$ cat src/hdl/rppb_pkg.sv
package rppb_pkg;

  localparam int QUEUE_DEPTH_DEF = 32;
  localparam int HANDLE_BITS_DEF = 16;

  localparam int PKT_W   = 16;
  localparam int ADDR_W  = 32;
  localparam int TIME_W  = 32;
  localparam int OP_W    = 3;
  localparam int KIND_W  = 2;
  localparam int SLOT_W  = 5;
  localparam int WHY_W   = 2;
  localparam int COUNT_W = 6;
  localparam int LIM_W   = 6;
  localparam int CFG_IDX_W  = 1;
  localparam int CFG_DATA_W = 32;

  localparam logic [LIM_W-1:0]  LIMIT_RESET = 6'd32;
  localparam logic [TIME_W-1:0] AGE_RESET   = 32'd3000;

  localparam logic [OP_W-1:0] OP_ADD     = 3'd0;
  localparam logic [OP_W-1:0] OP_SEND    = 3'd1;
  localparam logic [OP_W-1:0] OP_DROP    = 3'd2;
  localparam logic [OP_W-1:0] OP_COLLECT = 3'd3;
  localparam logic [OP_W-1:0] OP_FLUSH   = 3'd4;

  localparam logic [KIND_W-1:0] KIND_SEND = 2'd0;
  localparam logic [KIND_W-1:0] KIND_DROP = 2'd1;
  localparam logic [KIND_W-1:0] KIND_DONE = 2'd2;

  localparam logic [WHY_W-1:0] WHY_FULL    = 2'd0;
  localparam logic [WHY_W-1:0] WHY_AGED    = 2'd1;
  localparam logic [WHY_W-1:0] WHY_NOROUTE = 2'd2;
  localparam logic [WHY_W-1:0] WHY_FLUSH   = 2'd3;

  localparam logic [CFG_IDX_W-1:0] REG_QUEUE_LIMIT = 1'd0;
  localparam logic [CFG_IDX_W-1:0] REG_MAX_AGE     = 1'd1;

  typedef struct packed {
    logic [OP_W-1:0]   opcode;
    logic [ADDR_W-1:0] dst_ip;
    logic [PKT_W-1:0]  packet_id;
    logic [TIME_W-1:0] now_ms;
    logic              route_ok;
    logic [ADDR_W-1:0] route_next_hop;
  } in_item_t;

  typedef struct packed {
    logic [KIND_W-1:0]  kind;
    logic [PKT_W-1:0]   out_packet;
    logic [ADDR_W-1:0]  out_next_hop;
    logic [SLOT_W-1:0]  send_slot;
    logic [WHY_W-1:0]   drop_reason;
    logic [COUNT_W-1:0] done_count;
    logic               status;
    logic               last;
  } out_item_t;

endpackage

$ cat src/hdl/rppb_in_if.sv
interface rppb_in_if import rppb_pkg::*; ();
  logic     valid;
  logic     ready;
  in_item_t data;
  modport source (output valid, output data, input ready);
  modport sink (input valid, input data, output ready);
endinterface

$ cat src/hdl/rppb_out_if.sv
interface rppb_out_if import rppb_pkg::*; ();
  logic      valid;
  logic      ready;
  out_item_t data;
  modport source (output valid, output data, input ready);
  modport sink (input valid, input data, output ready);
endinterface

$ cat src/hdl/rppb_cfg_if.sv
interface rppb_cfg_if import rppb_pkg::*; ();
  logic                  valid;
  logic                  ready;
  logic [CFG_IDX_W-1:0]  index;
  logic [CFG_DATA_W-1:0] wdata;
  modport source (output valid, output index, output wdata, input ready);
  modport sink (input valid, input index, input wdata, output ready);
endinterface

$ cat src/hdl/rppb_ram.sv
module rppb_ram #(
  parameter int WIDTH = 8,
  parameter int DEPTH = 32
) (
  input  logic                     clk,
  input  logic                     we,
  input  logic [$clog2(DEPTH)-1:0] waddr,
  input  logic [WIDTH-1:0]         wdata,
  input  logic [$clog2(DEPTH)-1:0] raddr,
  output logic [WIDTH-1:0]         rdata
);

  logic [WIDTH-1:0] mem [DEPTH];

  // one write port, registered read port
  always_ff @(posedge clk) begin
    if (we) begin
      mem[waddr] <= wdata;
    end
    rdata <= mem[raddr];
  end

endmodule

$ cat src/hdl/rppb_ctrl.sv
module rppb_ctrl import rppb_pkg::*; #(
  parameter int QUEUE_DEPTH = QUEUE_DEPTH_DEF,
  parameter int HANDLE_BITS = HANDLE_BITS_DEF,
  localparam int AW = $clog2(QUEUE_DEPTH),
  localparam int EW = ADDR_W + HANDLE_BITS + TIME_W
) (
  input  logic                  clk,
  input  logic                  rst_n,
  rppb_in_if.sink               in_ch,
  rppb_out_if.source            out_ch,
  input  logic [LIM_W-1:0]      queue_limit,
  input  logic [TIME_W-1:0]     max_age_ms,
  output logic                  busy,
  output logic                  ram_we,
  output logic [AW-1:0]         ram_waddr,
  output logic [EW-1:0]         ram_wdata,
  output logic [AW-1:0]         ram_raddr,
  input  logic [EW-1:0]         ram_rdata
);

  localparam int CW = $clog2(QUEUE_DEPTH + 1);

  // scan walks read index rd and compacting write index wr over one memory
  typedef enum logic [4:0] {
    S_IDLE  = 5'b00001,
    S_READ  = 5'b00010,
    S_EVAL  = 5'b00100,
    S_EMIT  = 5'b01000,
    S_DONE  = 5'b10000
  } state_t;

  state_t          state_r, state_nxt;
  in_item_t        cmd_r, cmd_nxt;
  logic [CW-1:0]   occ_r, occ_nxt;
  logic [CW-1:0]   rd_r, rd_nxt;
  logic [CW-1:0]   wr_r, wr_nxt;
  logic [COUNT_W-1:0] cnt_r, cnt_nxt;
  logic            status_r, status_nxt;
  logic            append_r, append_nxt;
  logic            ov_r, ov_nxt;
  out_item_t       ob_r, ob_nxt;

  logic [CW-1:0]       lim;
  logic [ADDR_W-1:0]   e_dest;
  logic [HANDLE_BITS-1:0] e_pkt;
  logic [TIME_W-1:0]   e_time;
  logic [TIME_W-1:0]   age;
  logic                hit;
  logic [WHY_W-1:0]    why;
  logic [EW-1:0]       new_entry;
  out_item_t           done_item;

  assign {e_dest, e_pkt, e_time} = ram_rdata;
  assign age = cmd_r.now_ms - e_time;
  assign new_entry = {cmd_r.dst_ip, HANDLE_BITS'(cmd_r.packet_id), cmd_r.now_ms};

  // effective limit clamped to 1 .. depth
  always_comb begin
    if (queue_limit == '0) begin
      lim = CW'(1);
    end else if ({1'b0, queue_limit} > (LIM_W+1)'(QUEUE_DEPTH)) begin
      lim = CW'(QUEUE_DEPTH);
    end else begin
      lim = CW'(queue_limit);
    end
  end

  // match of the entry just read
  always_comb begin
    hit = 1'b0;
    why = WHY_FULL;
    case (cmd_r.opcode)
      OP_ADD: begin
        hit = (rd_r == '0) && ov_r;
        why = WHY_FULL;
      end
      OP_SEND: hit = (e_dest == cmd_r.dst_ip);
      OP_DROP: begin
        hit = (e_dest == cmd_r.dst_ip);
        why = WHY_NOROUTE;
      end
      OP_COLLECT: begin
        hit = (age > max_age_ms);
        why = WHY_AGED;
      end
      OP_FLUSH: begin
        hit = 1'b1;
        why = WHY_FLUSH;
      end
      default: hit = 1'b0;
    endcase
  end

  // done transfer payload from the values the run ends with
  always_comb begin
    done_item            = '0;
    done_item.kind       = KIND_DONE;
    done_item.done_count = cnt_nxt;
    done_item.status     = status_nxt;
    done_item.last       = 1'b1;
  end

  assign in_ch.ready  = (state_r == S_IDLE);
  assign out_ch.valid = (state_r == S_EMIT) || (state_r == S_DONE);
  assign out_ch.data  = ob_r;
  assign busy         = (state_r != S_IDLE);
  assign ram_raddr    = rd_nxt[AW-1:0];

  always_comb begin
    state_nxt  = state_r;
    cmd_nxt    = cmd_r;
    occ_nxt    = occ_r;
    rd_nxt     = rd_r;
    wr_nxt     = wr_r;
    cnt_nxt    = cnt_r;
    status_nxt = status_r;
    append_nxt = append_r;
    ov_nxt     = ov_r;
    ob_nxt     = ob_r;
    ram_we     = 1'b0;
    ram_waddr  = wr_r[AW-1:0];
    ram_wdata  = ram_rdata;
    case (state_r)
      S_IDLE: begin
        if (in_ch.valid) begin
          cmd_nxt    = in_ch.data;
          rd_nxt     = '0;
          wr_nxt     = '0;
          cnt_nxt    = '0;
          status_nxt = 1'b0;
          append_nxt = (in_ch.data.opcode == OP_ADD);
          ov_nxt     = (occ_r >= lim) && (occ_r != '0);
          if (in_ch.data.opcode == OP_SEND && !in_ch.data.route_ok) begin
            status_nxt = 1'b1;
            state_nxt  = S_DONE;
          end else if (in_ch.data.opcode > OP_FLUSH || occ_r == '0) begin
            state_nxt  = (in_ch.data.opcode == OP_ADD) ? S_EVAL : S_DONE;
          end else if (in_ch.data.opcode == OP_ADD
                       && !((occ_r >= lim) && (occ_r != '0))) begin
            state_nxt  = S_EVAL;
            rd_nxt     = occ_r;
            wr_nxt     = occ_r;
          end else begin
            state_nxt  = S_READ;
          end
        end
      end
      // memory output for rd is valid in this cycle
      S_READ: begin
        if (rd_r >= occ_r) begin
          state_nxt = S_EVAL;
        end else if (hit) begin
          ob_nxt = '0;
          ob_nxt.kind       = (cmd_r.opcode == OP_SEND) ? KIND_SEND : KIND_DROP;
          ob_nxt.out_packet = PKT_W'(e_pkt);
          if (cmd_r.opcode == OP_SEND) begin
            ob_nxt.out_next_hop = cmd_r.route_next_hop;
            ob_nxt.send_slot    = (cnt_r > COUNT_W'(31)) ? SLOT_W'(31) : cnt_r[SLOT_W-1:0];
          end else begin
            ob_nxt.drop_reason  = why;
          end
          cnt_nxt   = cnt_r + COUNT_W'(1);
          rd_nxt    = rd_r + CW'(1);
          state_nxt = S_EMIT;
        end else begin
          ram_we    = (wr_r != rd_r);
          wr_nxt    = wr_r + CW'(1);
          rd_nxt    = rd_r + CW'(1);
        end
      end
      S_EMIT: begin
        if (out_ch.ready) begin
          state_nxt = (rd_r >= occ_r) ? S_EVAL : S_READ;
        end
      end
      // scan finished: settle occupancy and append for add
      S_EVAL: begin
        occ_nxt = wr_r;
        if (append_r && (wr_r < CW'(QUEUE_DEPTH))) begin
          ram_we    = 1'b1;
          ram_waddr = wr_r[AW-1:0];
          ram_wdata = new_entry;
          occ_nxt   = wr_r + CW'(1);
        end
        append_nxt = 1'b0;
        state_nxt  = S_DONE;
      end
      S_DONE: begin
        if (out_ch.ready) begin
          state_nxt = S_IDLE;
        end
      end
      default: state_nxt = S_IDLE;
    endcase
  end

  always_ff @(posedge clk) begin
    if (!rst_n) begin
      state_r  <= S_IDLE;
      occ_r    <= '0;
      append_r <= 1'b0;
    end else begin
      state_r  <= state_nxt;
      occ_r    <= occ_nxt;
      append_r <= append_nxt;
    end
  end

  // done payload is loaded on entry to the done state and held there
  always_ff @(posedge clk) begin
    cmd_r    <= cmd_nxt;
    rd_r     <= rd_nxt;
    wr_r     <= wr_nxt;
    cnt_r    <= cnt_nxt;
    status_r <= status_nxt;
    ov_r     <= ov_nxt;
    if (state_nxt == S_DONE && state_r != S_DONE) begin
      ob_r <= done_item;
    end else begin
      ob_r <= ob_nxt;
    end
  end

endmodule

$ cat src/hdl/route_pending_packet_buffer_unit.sv
// pending-packet buffer for route discovery
// in_ channel: one operation per transfer (add, send, drop, collect, flush);
// in_ready is high only while the block is idle.
// out_ channel: the per-packet results of the operation in buffer order,
// oldest first, then one done transfer with last set and the removed count.
// cfg_ channel: index 0 queue limit, index 1 age limit; write while idle.
// sequence: an operation walks the stored entries through one memory with a
// registered read, checking each entry in turn; each result is shown in its
// own emit state, then a settle step updates occupancy and appends, then the
// done transfer is offered, and the next operation is taken in the idle state.
// an add that needs no eviction skips the walk and goes straight to the
// append; a refused send goes straight to the done transfer.
// the walk rewrites kept entries downward so the buffer stays compacted.
// reset empties the buffer (occupancy zero) and restores the registers;
// memory contents are not cleared and need not be.
// a stalled receiver holds the current result; the walk waits behind it.
module route_pending_packet_buffer_unit import rppb_pkg::*; #(
  parameter int QUEUE_DEPTH = QUEUE_DEPTH_DEF,
  parameter int HANDLE_BITS = HANDLE_BITS_DEF
) (
  input  logic       clk,
  input  logic       rst_n,
  rppb_in_if.sink    in_ch,
  rppb_out_if.source out_ch,
  rppb_cfg_if.sink   cfg_ch
);

  localparam int AW = $clog2(QUEUE_DEPTH);
  localparam int EW = ADDR_W + HANDLE_BITS + TIME_W;

  logic [LIM_W-1:0]  queue_limit_r;
  logic [TIME_W-1:0] max_age_r;
  logic              busy;
  logic              ram_we;
  logic [AW-1:0]     ram_waddr, ram_raddr;
  logic [EW-1:0]     ram_wdata, ram_rdata;

  // configuration registers
  assign cfg_ch.ready = 1'b1;
  always_ff @(posedge clk) begin
    if (!rst_n) begin
      queue_limit_r <= LIMIT_RESET;
      max_age_r     <= AGE_RESET;
    end else if (cfg_ch.valid) begin
      case (cfg_ch.index)
        REG_QUEUE_LIMIT: queue_limit_r <= cfg_ch.wdata[LIM_W-1:0];
        REG_MAX_AGE:     max_age_r     <= cfg_ch.wdata;
        default: ;
      endcase
    end
  end

  rppb_ctrl #(.QUEUE_DEPTH(QUEUE_DEPTH), .HANDLE_BITS(HANDLE_BITS)) u_ctrl (
    .clk, .rst_n, .in_ch, .out_ch,
    .queue_limit(queue_limit_r), .max_age_ms(max_age_r), .busy,
    .ram_we, .ram_waddr, .ram_wdata, .ram_raddr, .ram_rdata
  );

  rppb_ram #(.WIDTH(EW), .DEPTH(QUEUE_DEPTH)) u_ram (
    .clk, .we(ram_we), .waddr(ram_waddr), .wdata(ram_wdata),
    .raddr(ram_raddr), .rdata(ram_rdata)
  );

  // no new operation while one is in flight
  a_ready_idle: assert property (@(posedge clk) disable iff (!rst_n)
    busy |-> !in_ch.ready) else $error("ready while busy");

  // done transfer ends a run and frees the input
  a_done_idle: assert property (@(posedge clk) disable iff (!rst_n)
    (out_ch.valid && out_ch.ready && out_ch.data.last) |=> in_ch.ready)
    else $error("no idle after done");

  // results only while an operation runs
  a_out_busy: assert property (@(posedge clk) disable iff (!rst_n)
    out_ch.valid |-> busy) else $error("result while idle");

endmodule
$ cat src/flat_wrapper.sv
// flat-port wrapper written by rule: the top's interface ports become plain ports
module route_pending_packet_buffer_unit_flat import rppb_pkg::*;
#(
  parameter int QUEUE_DEPTH = QUEUE_DEPTH_DEF,
  parameter int HANDLE_BITS = HANDLE_BITS_DEF
)
  (clk, rst_n, in_ch_valid, in_ch_data, in_ch_ready, out_ch_valid, out_ch_data, out_ch_ready, cfg_ch_valid, cfg_ch_index, cfg_ch_wdata, cfg_ch_ready);
  rppb_in_if in_ch_i ();
  rppb_out_if out_ch_i ();
  rppb_cfg_if cfg_ch_i ();
  input  logic clk;
  input  logic rst_n;
  input wire logic [$bits(in_ch_i.valid)-1:0] in_ch_valid;
  input wire logic [$bits(in_ch_i.data)-1:0] in_ch_data;
  output wire logic [$bits(in_ch_i.ready)-1:0] in_ch_ready;
  output wire logic [$bits(out_ch_i.valid)-1:0] out_ch_valid;
  output wire logic [$bits(out_ch_i.data)-1:0] out_ch_data;
  input wire logic [$bits(out_ch_i.ready)-1:0] out_ch_ready;
  input wire logic [$bits(cfg_ch_i.valid)-1:0] cfg_ch_valid;
  input wire logic [$bits(cfg_ch_i.index)-1:0] cfg_ch_index;
  input wire logic [$bits(cfg_ch_i.wdata)-1:0] cfg_ch_wdata;
  output wire logic [$bits(cfg_ch_i.ready)-1:0] cfg_ch_ready;
  assign in_ch_i.valid = in_ch_valid;
  assign in_ch_i.data = in_ch_data;
  assign in_ch_ready = in_ch_i.ready;
  assign out_ch_valid = out_ch_i.valid;
  assign out_ch_data = out_ch_i.data;
  assign out_ch_i.ready = out_ch_ready;
  assign cfg_ch_i.valid = cfg_ch_valid;
  assign cfg_ch_i.index = cfg_ch_index;
  assign cfg_ch_i.wdata = cfg_ch_wdata;
  assign cfg_ch_ready = cfg_ch_i.ready;
  route_pending_packet_buffer_unit #(.QUEUE_DEPTH(QUEUE_DEPTH), .HANDLE_BITS(HANDLE_BITS)) u_core (.clk(clk), .rst_n(rst_n), .in_ch(in_ch_i), .out_ch(out_ch_i), .cfg_ch(cfg_ch_i));
endmodule
$ cat config.mk
export PLATFORM = sky130hd
export DESIGN_NAME = route_pending_packet_buffer_unit_flat
export DESIGN_NICKNAME = d
export VERILOG_FILES = /design/src/hdl/rppb_pkg.sv /design/src/hdl/rppb_in_if.sv /design/src/hdl/rppb_out_if.sv /design/src/hdl/rppb_cfg_if.sv /design/src/hdl/rppb_ram.sv /design/src/hdl/rppb_ctrl.sv /design/src/hdl/route_pending_packet_buffer_unit.sv /design/src/flat_wrapper.sv
export SDC_FILE = /design/constraint.sdc
export NUM_CORES = 2
export LEC_CHECK = 0
export ABC_AREA = 1
export BUFFER_PORTS_ARGS = -buffer_cell sky130_fd_sc_hd__buf_2
export CELL_PAD_IN_SITES_DETAIL_PLACEMENT = 1
export CELL_PAD_IN_SITES_GLOBAL_PLACEMENT = 1
export CORE_ASPECT_RATIO = 0.75
export CORE_MARGIN = 2
export CORE_UTILIZATION = 44
export DETAILED_ROUTE_END_ITERATION = 8
export GPL_ROUTABILITY_DRIVEN = 0
export PLACE_DENSITY = 0.74
export SYNTH_ARGS = -nofsm -noshare
export SYNTH_HDL_FRONTEND = slang
export SYNTH_SLANG_ARGS = --single-unit
$ cat constraint.sdc
create_clock -name clk -period 32.4 [get_ports clk]
set_input_delay 3.24 -clock clk [delete_from_list [all_inputs] [get_ports clk]]
set_output_delay 3.24 -clock clk [all_outputs]
set_load 0.02 [all_outputs]
---- Word-level counts from Yosys, hierarchy flattened ----
Memory sizes are Yosys's and may differ from the RTL's. A register that Yosys moved wholly into a read port is not among the register bits.
Cells that the tools add are included.
word-level totals
  logic and storage cells ................. 136
  bits in registers ....................... 250
  input bits .............................. 154
  output and inout bits ................... 68
  bits in writable memories ............... 2560
  memories ................................ 1
operators by class
  order comparisons ....................... 7
  muxes and demuxes ....................... 51
  reductions and logical operators ........ 29
  $add $sub $neg .......................... 4
  bitwise operators ....................... 2
  equal/unequal tests ..................... 18
memories
  name              words  width  rd ports  clocked after memory_dff  wr ports  line            source
  u_core.u_ram.mem  32     80     1         1                         1         rppb_ram.sv:13  logic [WIDTH-1:0] mem [DEPTH];
operators by type and width
  operator                                             number
  2-to-1 mux 80 bit                                    2
  2-to-1 mux 6 bit                                     14
  2-to-1 mux 5 bit                                     9
  2-to-1 mux 37 bit                                    1
  case mux 6 bit (2 select lines)                      3
  == test 32 bit                                       1
  > comparator 32 bit                                  1
  2-to-1 mux 8 bit                                     4
  subtractor 32 bit                                    1
  case mux 5 bit (5 select lines)                      1
  adder 6 x 1 -> 6 bit (second input constant)         3
  logical NOT 6 bit                                    3
  greater-or-equal comparator 6 bit                    2
  == test 5 bit (second input constant)                2
  2-to-1 mux 1 bit                                     10
  AND reduction 3 bit                                  3
  AND reduction 2 bit                                  4
  nonzero test 2 bit                                   4
  == test 3 x 1 -> 1 bit (second input constant)       2
  == test 3 x 2 -> 1 bit (second input constant)       2
  > comparator 6 x 5 -> 1 bit (second input constant)  1
  > comparator 6 bit (second input constant)           1
  logical AND 1 bit                                    6
  logical NOT 3 bit                                    2
  other kinds (22)                                     29

---- Longest topological paths before layout ----
  word-level depth ........................ 16
  depth in mapped cells ................... 33
  mapped depth without buffers ............ 33

---- Hierarchy ----
Synthesis repeated with hierarchy kept, for this count alone.
unflattened totals
  cells, all modules ...................... 10098
  area, all modules ....................... 117292.5 um^2
modules (own cells, without submodules)
  module                            times used  seq. area each (um^2)  area each (um^2)  cells each
  rppb_ram                          1           78475.3                103574.3          8450
  rppb_ctrl                         1           5525.3                 12321.8           1468
  route_pending_packet_buffer_unit  1           760.7                  1396.3            180

---- Worst setup path before layout ----
OpenSTA, ideal clock, no wires.
  path kind ............................... register to register
  from .................................... register u_core.u_ctrl.cmd_r[33] (netlist name)
  to ...................................... memory u_core.u_ram.mem[15][0] (netlist name), enable pin
  period minus slack after synthesis ...... 10.281 ns
  path slack .............................. 22.119 ns
  required time ........................... 31.767 ns
  stages on the path, launching flop included .. 33
  path buffers ............................ 1
  arrival time ............................ 9.648 ns
  setup time .............................. 0.633 ns
  path through ............................ edfxtp_1 > inv_1 > ha_1 > inv_1 > fa_1 > nand2_1 > inv_1 > nand2_1 > nand2_1 > a21oi_1 > o21ai_0 > a21oi_1 > o21ai_0 > a21boi_0 > nor2_1 > nand2_1 > nand3_1 > nand2_1 > nand2_1 > ha_1 > nand2_1 > inv_1 > o21ai_0 > a21boi_0 > nor3_1 > nand2_1 > nand2_1 > nand3_1 > clkbuf_1 > nor2_1 > nand2_1 > nand2_1 > nor3b_1
on the way
  longest elaborated chain between the ends .. 8
RTL lines
  item                                    line              source
  from (decl)                             rppb_ctrl.sv:33   in_item_t cmd_r, cmd_nxt;
  from (signal assigned)                  rppb_ctrl.sv:211  cmd_r <= cmd_nxt;
  subtractor 32 bit                       rppb_ctrl.sv:54   assign age = cmd_r.now_ms - e_time;
  > comparator 32 bit                     rppb_ctrl.sv:83   hit = (age > max_age_ms);
  case mux 1 bit (4 select lines)         rppb_ctrl.sv:72   case (cmd_r.opcode)
  2-to-1 mux 1 bit                        rppb_ctrl.sv:152  end else if (hit) begin
  2-to-1 mux 1 bit                        rppb_ctrl.sv:150  if (rd_r >= occ_r) begin
  case mux 1 bit (2 select lines)         rppb_ctrl.sv:123  case (state_r)
  2-to-1 mux 1 bit                        rppb_ram.sv:17    if (we) begin
  2-to-1 mux 1 bit (not written as such)  rppb_ram.sv:18    mem[waddr] <= wdata;
  to (decl)                               rppb_ram.sv:13
Every way passes these cells.

---- Final worst setup path ----
  from .................................... register u_core.u_ctrl.cmd_r[33] (netlist name)
  to ...................................... memory u_core.u_ram.mem[25][36] (netlist name), enable pin
The elaborated chain is that of the path after synthesis.

==> impl_results.md <==
* Status: complete, no violations
* Crit Path Category: flip-flop to flip-flop
* Antenna violations before repair at 9
* First-pass GRT wire length at 603000 µm
* Synth area leader: edfxtp_1
* Final setup violation count at 0
* Leak at 50.6 nW
* Crit path DAT at 9.39 ns
* WL/cell at 27.9 µm
* Slew @ Worst Pin at 1.36 ns
* Vias in the first global route at 91300
* Clk sinks at 2889
* CP endpoint kind: flip-flop
* CP delay by family, top: simple AND/OR/NAND/NOR gates
* Clock latency on the worst-skew pair at 0.88 ns
* Max Freq at 0.112 GHz
* Initial core utilization at 0.443
* Hold Crit Class: flip-flop to flip-flop
* Clock slew at reported path FFs at 0.07 ns
* Slew margin rel. at 0.0940
* CTS tree: built
* Total power at 10.7 mW
* DRT Pass-1 Iters at 5
* Sw Ratio at 0.334
* Hold depth at 2
* Pre-CTS setup slack at 23.35 ns
* Internal power at 7.12 mW
* Share of layout cells above drive strength 1 at 0.0822
* Reg2reg end: u_core.u_ram.mem[25][36]
* Max-slew violation count at 0
* Max stage delay on crit path at 1.11 ns
* Chip height at 461 µm
* CP max stage cell: nor2_4
* Synth top area share at 0.660
* RSZ-0062 raised after global routing: no
* Top FF cell, synth: edfxtp_1
* Worst Clk Skew at 0.0507 ns
* Asr flop ratio synth at 0
* Setup crit start kind: flip-flop
* Gr usage total at 0.285
* Hold EP: u_core.max_age_r[2]
* Post-layout net count at 11000
* Peak supply drop at 63.7 µV
* Drt drc at 0
* Clock buffer count from CTS at 288
* Core ar. at 0.276 mm²
* Hold buffers post-CTS at 0
* Seq/Total Area, Yosys at 0.693
* Reg power frac at 0.443
* Setup Fix Bufs, Post-CTS at 0
* PnR worst setup slack at 23.50 ns
* Root buf cell: clkbuf_16
* Routed WL at 410000 µm
* Most frequent cell after synthesis: nand3_1
* CP Depth at 34
* Power share of the combinational group at 0.245
* Number of port buffers at 220
* Path depth of the worst reg2reg path at 34
* Synth Warn # at 0
* Sw power at 3.57 mW
* Routed Antenna Nets at 0
* Synth cell types at 53
* Period utilisation layout at 0.275
* Crit path top cell by count: nand2_1
* Number of synthesized flops with an enable pin at 2690
* Max-capacitance violation count at 0
* Largest net degree at the start of global routing at 187
* Fin Hold WS at 0.465 ns
* Power per cell area at 78.8 mW/mm²
* Number of synthesized register bits at 2889
* CTS Buffer Depth at 4
* Hold wc startpoint: u_core.max_age_r[2]
* Worst R2R Setup Slack at 23.50 ns
* Total number of vias at 88900
* Grt total ovfl at 0
* Die width at 613 µm
* Num ports at 222
* Data required, critical path at 32.89 ns
* # resized after CTS at 0
* Setup TNS at 0 ns
* H-tree levels at 5
* Post-synth top cells: nand3_1 (3163), edfxtp_1 (2690), nand2_1 (1972)
* Mapped Area at 0.122 mm²
* Mapped Nets at 11000
* Crit Path Max Fanout at 29
* Area growth, synth to finish at 11.0%
* Final Hold Fails at 0
* Dpl hpwl at 220000 µm
* Post-synthesis instance total at 10800
* Die area at 0.282 mm²
* Tmin final at 8.90 ns
* FF-to-FF Start: u_core.u_ctrl.cmd_r[33]
* Clock share of power at 0.311
* Num rows at 167
* Worst path buffer plus inverter count at 6
* Initial DRC count at 10600
* Area contributors post-synth: edfxtp_1 (66%), nand3_1 (13%), nand2_1 (6.0%), dfxtp_1 (3.3%), inv_1 (2.8%)
* Syn avg cell area at 11.3 µm²
* Detailed-route vias per instance at 6.05
==> power groups by stage <==
stage / clock network [mW] / registers, mW / logic, mW
after global routing: 3.49 / 4.74 / 2.84
after detailed placement: 0 / 4.82 / 2.57
final: 3.33 / 4.74 / 2.62
after CTS: 3.36 / 4.74 / 2.58
after floorplan: 0 / 4.78 / 1.59
after global placement: 0 / 4.81 / 2.45
==> metal layers <==
layer / vias up / wire [µm] / GRT usage
met5: - / 27 / 0
met1: 45800 / 169000 / 0.396
li1: 37900 / - / -
met2: 4337 / 190000 / 0.456
met3: 844 / 36000 / 0.0454
met4: 4 / 14500 / 0.0965
==> worst max-delay path by stage <==
stage / startpoint / to / slack, ns
after floorplan: u_core.u_ctrl.cmd_r[33] / u_core.u_ram.mem[15][0] / 22.12
after global placement: in_ch_data[114] / u_core.u_ram.rdata[0] / 23.41
after detailed placement: in_ch_data[114] / u_core.u_ram.rdata[0] / 23.35
after CTS: u_core.u_ctrl.cmd_r[33] / u_core.u_ram.mem[24][35] / 23.64
after global routing: u_core.u_ctrl.cmd_r[33] / u_core.u_ram.mem[24][35] / 23.03
final: u_core.u_ctrl.cmd_r[33] / u_core.u_ram.mem[25][36] / 23.50
==> stage by stage <==
step	area [µm²]	instances	utilization
detailed placement	127000	14200	0.458
finish	136000	14700	0.491
global route	136000	14700	0.491
global placement	127000	14200	0.458
floorplan	122000	10800	-
CTS	136000	14700	0.491
==> area by class of cell <==
type                            count  area (µm²)
Clock inverter                    138        1230
Fill cell                       29100      141000
Timing Repair Buffer              409        2660
Tap cell                         3718        4650
Antenna cell                        2        5.00
Inverter                          923        3490
Sequential cell                  2889       84800
Clock buffer                      371        7800
Multi-Input combinational cell   6246       31200
==> tightest hold or removal path, delay by kind of cell, from the launching register on <==
kind / cells / cell delay, ns
buf+inv: 1 / 0.06
flops: 1 / 0.29
compound gates: 1 / 0.06
==> layout by cell type, fill, tap and decap left out, types with 45 or more instances in the layout <==
master and n:
ha_1 82, edfxtp_1 2690, clkinv_1 52, clkinv_2 48
a21oi_1 144, inv_1 912, nand2_1 1969, clkbuf_1 64
o21ai_0 70, nand3b_1 396, buf_4 178, buf_2 220
nor2_1 124, clkbuf_16 296, dfxtp_1 199, nand3_1 3163
nor3_1 45
==> state kept, by name, summed over array words and instances (netlist names) <==
signal	count
u_core.u_ctrl.state_r	5
u_core.u_ctrl.rd_r	6
u_core.max_age_r	32
u_core.u_ctrl.out_ch.data	64
u_core.u_ctrl.ov_r	1
u_core.u_ram.mem	2560
u_core.u_ctrl.status_r	1
u_core.u_ram.rdata	80
u_core.u_ctrl.append_r	1
u_core.u_ctrl.wr_r	6
u_core.u_ctrl.cmd_r	115
u_core.queue_limit_r	6
u_core.u_ctrl.occ_r	6
u_core.u_ctrl.cnt_r	6
==> logic make-up after synthesis <==
kind of cell / share of synthesized area
mux: 0.0000920
simple gates: 0.224
buf+inv: 0.0565
flops: 0.693
other cells: 0.0000306
fa+ha+maj: 0.00855
xor+xnor: 0.00401
compound gates: 0.0139
(Power assumes the default switching activity.)
